<file path="config.mk">
export PLATFORM = sky130hd
export DESIGN_NAME = ipfw_ctrl
export DESIGN_NICKNAME = d
export VERILOG_FILES = /design/src/rtl/ipv4_source_prefix_firewall_core_macros.svh /design/src/rtl/ipfw_pkg.sv /design/src/rtl/ipfw_ctrl.sv
export SDC_FILE = /design/constraint.sdc
export NUM_CORES = 1
export LEC_CHECK = 0
export ABC_CLOCK_PERIOD_IN_PS = 2100
export BUFFER_PORTS_ARGS = -buffer_cell sky130_fd_sc_hd__buf_2
export CAP_MARGIN = 40
export CORE_AREA = 8 8 45 47
export CTS_BUF_LIST = sky130_fd_sc_hd__clkbuf_8
export CTS_CLUSTER_SIZE = 30
export DETAILED_ROUTE_END_ITERATION = 16
export DIE_AREA = 0 0 53 55
export PLACE_DENSITY = 0.38
export RECOVER_POWER = 25
export SLEW_MARGIN = 20
export SYNTH_ARGS = -nofsm -noshare
export SYNTH_HDL_FRONTEND = slang
export SYNTH_SLANG_ARGS = --single-unit
</file>
<file path="constraint.sdc">
create_clock -name i_clk -period 2.1 [get_ports i_clk]
set_input_delay 0.21 -clock i_clk [delete_from_list [all_inputs] [get_ports i_clk]]
set_output_delay 0.21 -clock i_clk [all_outputs]
set_load 0.01 [all_outputs]
</file>
<file path="src/rtl/ipv4_source_prefix_firewall_core_macros.svh">
// Assertion macros shared by the firewall RTL.
// Define NO_ASSERTIONS to compile every use down to nothing.
`ifndef IPV4_SOURCE_PREFIX_FIREWALL_CORE_MACROS_SVH
`define IPV4_SOURCE_PREFIX_FIREWALL_CORE_MACROS_SVH

`ifndef NO_ASSERTIONS

// The consequent must hold in the same cycle as the antecedent.
`define IPFW_ASSERT_SAME(label, clk, rst_n, ante, cons, msg) \
    label: assert property (@(posedge clk) disable iff (!(rst_n)) (ante) |-> (cons)) \
        else $error(msg);

// The consequent must hold in the cycle after the antecedent.
`define IPFW_ASSERT_NEXT(label, clk, rst_n, ante, cons, msg) \
    label: assert property (@(posedge clk) disable iff (!(rst_n)) (ante) |=> (cons)) \
        else $error(msg);

`else

`define IPFW_ASSERT_SAME(label, clk, rst_n, ante, cons, msg)
`define IPFW_ASSERT_NEXT(label, clk, rst_n, ante, cons, msg)

`endif

`endif

</file>
<file path="src/rtl/ipfw_pkg.sv">
// Shared types, codes and helper functions of the source-prefix firewall.
// Used by the interfaces, the controller, the datapath and the top level.
package ipfw_pkg;

    localparam int ADDR_W = 32;
    localparam int LEN_W  = 6;
    localparam int CNT_W  = 32;

    // Result status codes.
    localparam logic [1:0] ST_OK      = 2'd0;
    localparam logic [1:0] ST_FULL    = 2'd1;
    localparam logic [1:0] ST_BAD_LEN = 2'd2;

    // Item action codes.
    localparam logic ACT_ADD      = 1'b0;
    localparam logic ACT_CLASSIFY = 1'b1;

    localparam logic [3:0]       IPV4_VERSION = 4'd4;
    localparam logic [LEN_W-1:0] LEN_MIN      = 6'd1;
    localparam logic [LEN_W-1:0] LEN_MAX      = 6'd32;

    typedef logic [ADDR_W-1:0] t_addr;
    typedef logic [LEN_W-1:0]  t_len;

    typedef struct packed {
        logic       action;
        t_addr      address;
        t_len       prefix_length;
        logic [7:0] rule_verdict;
        logic [3:0] ip_version;
    } t_in_beat;

    typedef struct packed {
        logic             [1:0] status;
        logic                   forward;
        logic                   matched;
        logic [CNT_W-1:0]       total_packets;
        logic [CNT_W-1:0]       non_ipv4_packets;
    } t_out_beat;

    // Controller to datapath commands.
    typedef struct packed {
        logic load;
        logic scan_step;
        logic commit;
    } t_cmd;

    // Datapath to controller status.
    typedef struct packed {
        logic skip_scan;
        logic last_issue;
        logic out_free;
    } t_sts;

    // Network mask for a prefix length of 1 to 32.
    function automatic t_addr len_mask(input t_len len);
        t_len sh;
        sh = LEN_MAX - len;
        return {ADDR_W{1'b1}} << sh;
    endfunction

endpackage

</file>
<file path="src/rtl/ipfw_ctrl.sv">
// Sequencing controller of the firewall: accepts a beat, runs the table scan
// and commits the result. Depends on ipfw_pkg for command and status types.
module ipfw_ctrl (
    input  logic          i_clk,
    input  logic          i_rst_n,
    input  logic          i_in_valid,
    output logic          o_in_ready,
    input  ipfw_pkg::t_sts i_sts,
    output ipfw_pkg::t_cmd o_cmd
);
    import ipfw_pkg::*;

    typedef enum logic [2:0] {
        S_IDLE,
        S_CHECK,
        S_SCAN,
        S_DRAIN,
        S_FINISH
    } t_state;

    t_state r_state;
    t_state n_state;

    // Next state and commands.
    always_comb begin
        n_state         = r_state;
        o_cmd           = '0;
        o_in_ready      = 1'b0;
        unique case (r_state)
            S_IDLE: begin
                o_in_ready = 1'b1;
                if (i_in_valid) begin
                    o_cmd.load = 1'b1;
                    n_state    = S_CHECK;
                end
            end
            S_CHECK: begin
                n_state = i_sts.skip_scan ? S_FINISH : S_SCAN;
            end
            S_SCAN: begin
                o_cmd.scan_step = 1'b1;
                if (i_sts.last_issue) begin
                    n_state = S_DRAIN;
                end
            end
            S_DRAIN: begin
                n_state = S_FINISH;
            end
            S_FINISH: begin
                if (i_sts.out_free) begin
                    o_cmd.commit = 1'b1;
                    n_state      = S_IDLE;
                end
            end
            default: begin
                n_state = S_IDLE;
            end
        endcase
    end

    // State register.
    always_ff @(posedge i_clk) begin
        if (!i_rst_n) begin
            r_state <= S_IDLE;
        end else begin
            r_state <= n_state;
        end
    end

endmodule

</file>
## Word level (Yosys, flattened, before mapping)

Cells that the tools add are included.

- Register bits: 3
- Output and inout bits: 4

- Mux-type cells: 11
- Eq/ne operators: 7
- Reduce and logical (&&, ||, !) cells: 2

Operators with widths:

| operator | count |
|---|---|
| $pmux 3 s5 | 1 |
| $mux 3 | 4 |
| $eq 3x2->1 const B | 2 |
| $mux 1 | 6 |
| $ne 2x2->1 const B | 3 |
| $eq 3x1->1 const B | 1 |
| $eq 3x3->1 const B | 1 |
| $logic_not 3->1 | 1 |
| $reduce_and 3->1 | 1 |

## Depth between registers and ports, before layout

- Depth after elaboration: 3
- Gate-level depth with buffers: 3
- Gate-level depth less buffers: 3

## Worst setup path after synthesis

OpenSTA, ideal clock, no wires.

- Path kind: register to output
- Start: register r_state[2]
- End: output o_cmd[2] in the netlist's numbering
- Stages on the path, launching flop included: 3
- Arrival time: 0.923 ns
- Setup slack: 0.967 ns
- Path buffers: 0
- Data required time: 1.890 ns
- Cell sequence: dfxtp_1 > nor3_1 > and2_1

RTL lines:

| element | line | text |
|---|---|---|
| from (decl) | ipfw_ctrl.sv:21 | `t_state r_state;` |
| from (signal assigned) | ipfw_ctrl.sv:66 | `r_state <= n_state;` |
| to (decl) | ipfw_ctrl.sv:9 | `output ipfw_pkg::t_cmd o_cmd` |

==> results.txt <==
- For this run, the slowest stage of the critical path takes about 350 ps.
- Summing internal, switching and leakage power gives 0.252 mW.
- Entering global routing, the biggest net connects 8 pins.
- Cts hold-fix bufs: 0
- Switching power: a little over 0.05 mW
* Per-instance average area after synthesis: around 11 sq um
* Vertical die dimension: 55 microns
- Mux contribution to synthesized area: 12.4%
- In the final design database the tool counted 35 nets.
- Clk slew on worst S/H paths: about 30 ps
- After global routing the overflow that remains totals 0.
* Port Buffers: 9
* Global-route wire length before repair: approximately 730 microns
* Share of synthesized cell area in full adder, half adder and majority cells: 0%
- Clock period minus final worst setup slack: between 1000 and 1500 ps
- Clock tree synthesis found a total of 3 sinks.
* Worst setup EP type: output port
* Root Driver: sky130_fd_sc_hd__clkbuf_8
* Largest register FFs: 3
* Compound-gate portion of the synthesized area: between 4 and 5%
- Leak Pwr: 0.114 nW
* Starting utilization of the core area: roughly an eighth
* Vias in the first global route: around 160
* Result of the run: complete, no violations
* Slew Viols, Final: 0
- For the pin with the worst max-slew slack, the measured transition is between 200 and 300 ps.
- In this run, flip-flops and latches consume a little over a quarter of the power.
- Layout Skew: around 2.3 ps
* Part of the total power dissipated in combinational logic: between 10 and 15%
* Required time at the endpoint of the critical path: ~1900 ps
- The tightest min-delay check is of the in -> reg type.
- In the synthesized netlist, the number of instances is 15.
- The floorplan step defined a die boundary enclosing slightly below 3000 sq um.
- Switching part of the total: 20.4%
- Crit path DAT: around 1100 ps
- Layout Utilization: around a fifth
* Layout Cell Area excl Fill: between 200 and 300 sq um
- Total DRC errors in the routed layout: 0
* Type of the worst setup path: reg -> out
- Max VDD drop: about 0.00036 V
* Cell area after placement: 226 sq um
- Counting distinct cell types in the post-synthesis netlist gives 10.
- For this design the ratio of total power to cell area is between 900 and 1000 nW/um^2.
* Post-route worst hold slack: 229 ps
* Seq cells post-synth: 3
* WL per Instance: 10.3 microns
- Latest clock arrival within the worst-skew pair: 210 ps
* Largest family of logic cells by synthesized area: simple AND/OR/NAND/NOR gates
- The core region is ~1400 sq um.
- Top-level port count: 10
* Hold violation count in the final report: 0
- Summed instance area of the synthesized netlist: around 160 sq um
* Htree depth: 1
* Total nets after synthesis: 21
* Standard-cell rows: 14
* Ordered list of cells on the worst path: nor3_1, and2_1, buf_2
- Share of final-layout standard cells stronger than drive strength 1: 46.4%
- In this run the worst path has a maximum fanout of 7.
- Setup violations remaining at the end of the flow were counted as 0.
- Post-CTS Setup Inserts: 0
* TritonCTS clock tree: yes
* Max-capacitance violation count: 0
* Largest buffer count on any clock path: 2
- RSZ-0062 raised after global routing: false
- # fillers: between 150 and 200
- Global routing usage summed across all routing layers: about 3.8%
- Of the synthesized area, sequential elements account for between 30% and 40%.
- Of the total synthesized cell area, the portion taken by XOR and XNOR cells is 0%.
- Clock buffer count from CTS: 3
* Drt first-iter violations: 0
- Cell internal pwr: 0.201 mW
* Length of the first detailed-routing pass in iterations: 1
- The initial antenna violation count was 0.
* Clk pwr share: ~63%
- The worst path uses approximately three fifths of the clock period.
- Number of instances resized during post-cts repair: 0
- Summing the areas of all and, or, nand and nor instances in the mapped netlist gives about 46% of the synthesized area.
- For the final routed database, the setup TNS stands at 0 ps.
* Achievable frequency: 0.781 GHz
- Worst slew margin relative to its limit: ~81%
* Total inserted antenna cells: 0
- Total wire length: around 450 microns
* Die Width: 53 microns
- After detailed routing, the number of vias per cell comes to 3.75.
- The final route contains 165 vias.
- Routability-driven placement congestion ratio: roughly 0.67
- Counting flops per register, the top entry is r_state.
- For this design, the slowest cell found on the critical path is sky130_fd_sc_hd__dfxtp_1.
* Yosys warning count: 0
- Startpoint type of the worst setup path: flip-flop
- From synthesis to final layout, the design area changed by 64.3%.
- The largest registers in the layout are r_state x3.
- Routed Antenna Nets: 0
## kinds of logic (layout without fill, tap and decap cells)
logic type / after synthesis / count (layout)
multiplexers: 2 / 2
AND/OR/NAND/NOR: 9 / 9
flip-flops: 3 / 3
AO/OA/AOI/OAI: 1 / 1
buffers and inverters: 0 / 13
## cells in the mapped netlist
library cell	number	area share, %
sky130_fd_sc_hd__nor4b_1	1	5.4
sky130_fd_sc_hd__nor4b_2	1	9.3
sky130_fd_sc_hd__dfxtp_1	3	37
sky130_fd_sc_hd__nor3b_1	3	14
sky130_fd_sc_hd__nor3_1	1	3.1
sky130_fd_sc_hd__mux2i_1	2	12
sky130_fd_sc_hd__nor2_1	1	2.3
sky130_fd_sc_hd__and2_1	1	3.9
sky130_fd_sc_hd__o21a_1	1	4.7
sky130_fd_sc_hd__and4bb_2	1	7.8
## layer usage
layer  track usage, %  part of all wire [%]  wire (microns)  vias to the layer above
li1                 -                     -               -                       84
met1             5.01                    51             231                       71
met2             2.73                    28             127                       10
met3             2.94                    20              92                        0
met4             5.17                     0               0                        0
met5                0                     0               0                        -
## cell usage in the layout, fill, tap and decap left out
| cell | count |
|---|---|
| sky130_fd_sc_hd__inv_1 | 1 |
| sky130_fd_sc_hd__o21a_1 | 1 |
| sky130_fd_sc_hd__and4bb_2 | 1 |
| sky130_fd_sc_hd__nor4b_1 | 2 |
| sky130_fd_sc_hd__clkbuf_8 | 3 |
| sky130_fd_sc_hd__mux2i_1 | 2 |
| sky130_fd_sc_hd__dfxtp_1 | 3 |
| sky130_fd_sc_hd__nor3_1 | 1 |
| sky130_fd_sc_hd__and2_1 | 1 |
| sky130_fd_sc_hd__nor3b_1 | 3 |
| sky130_fd_sc_hd__buf_2 | 9 |
| sky130_fd_sc_hd__nor2_1 | 1 |
## through the flow
stage / setup slack, ps / instances
6_report: 819 / 44
5_1_grt: 713 / 44
4_1_cts: 802 / 44
3_5_place_dp: 1030 / 40
3_3_place_gp: 1060 / 40
2_1_floorplan: 967 / 15
## power by group through the flow
| stage | clock network (mW) | registers (mW) | logic, mW |
|---|---|---|---|
| 2_1_floorplan | 0 | 0.0665 | 0.0163 |
| 3_3_place_gp | 0 | 0.0672 | 0.0285 |
| 3_5_place_dp | 0 | 0.0677 | 0.0288 |
| 4_1_cts | 0.164 | 0.0669 | 0.0290 |
| 5_1_grt | 0.172 | 0.0677 | 0.0304 |
| 6_report | 0.158 | 0.0667 | 0.0274 |
## area by class of cell
cell class / instances / area [sq um] / share of cell area, %
Multi-Input combinational cell: 12 / 95.1 / 35.8
Clock inverter: 1 / 3.75 / 1.42
Tap cell: 16 / 20.0 / 7.55
Sequential cell: 3 / 60.1 / 22.6
Timing Repair Buffer: 9 / 45.0 / 17.0
Clock buffer: 3 / 41.3 / 15.6
## path summary, 6_finish.rpt
| path | start | cells past startpoint | slack [ps] | end |
|---|---|---|---|---|
| setup / recovery | r_state[2] | 3 | 820 | o_cmd[2] |
| hold / removal | i_rst_n | 2 | 230 | r_state[2] |
| setup reg to reg | r_state[2] | 2 | 1200 | r_state[2] |
| hold reg to reg | r_state[2] | 1 | 540 | r_state[1] |
## worst max-delay path: cells and delay by family, from the launching register on
kind	cells	cell delay, ps
buffers and inverters	1	120
flip-flops	1	350
AND/OR/NAND/NOR	2	390
No activity file was read; power rests on OpenSTA's default activity.
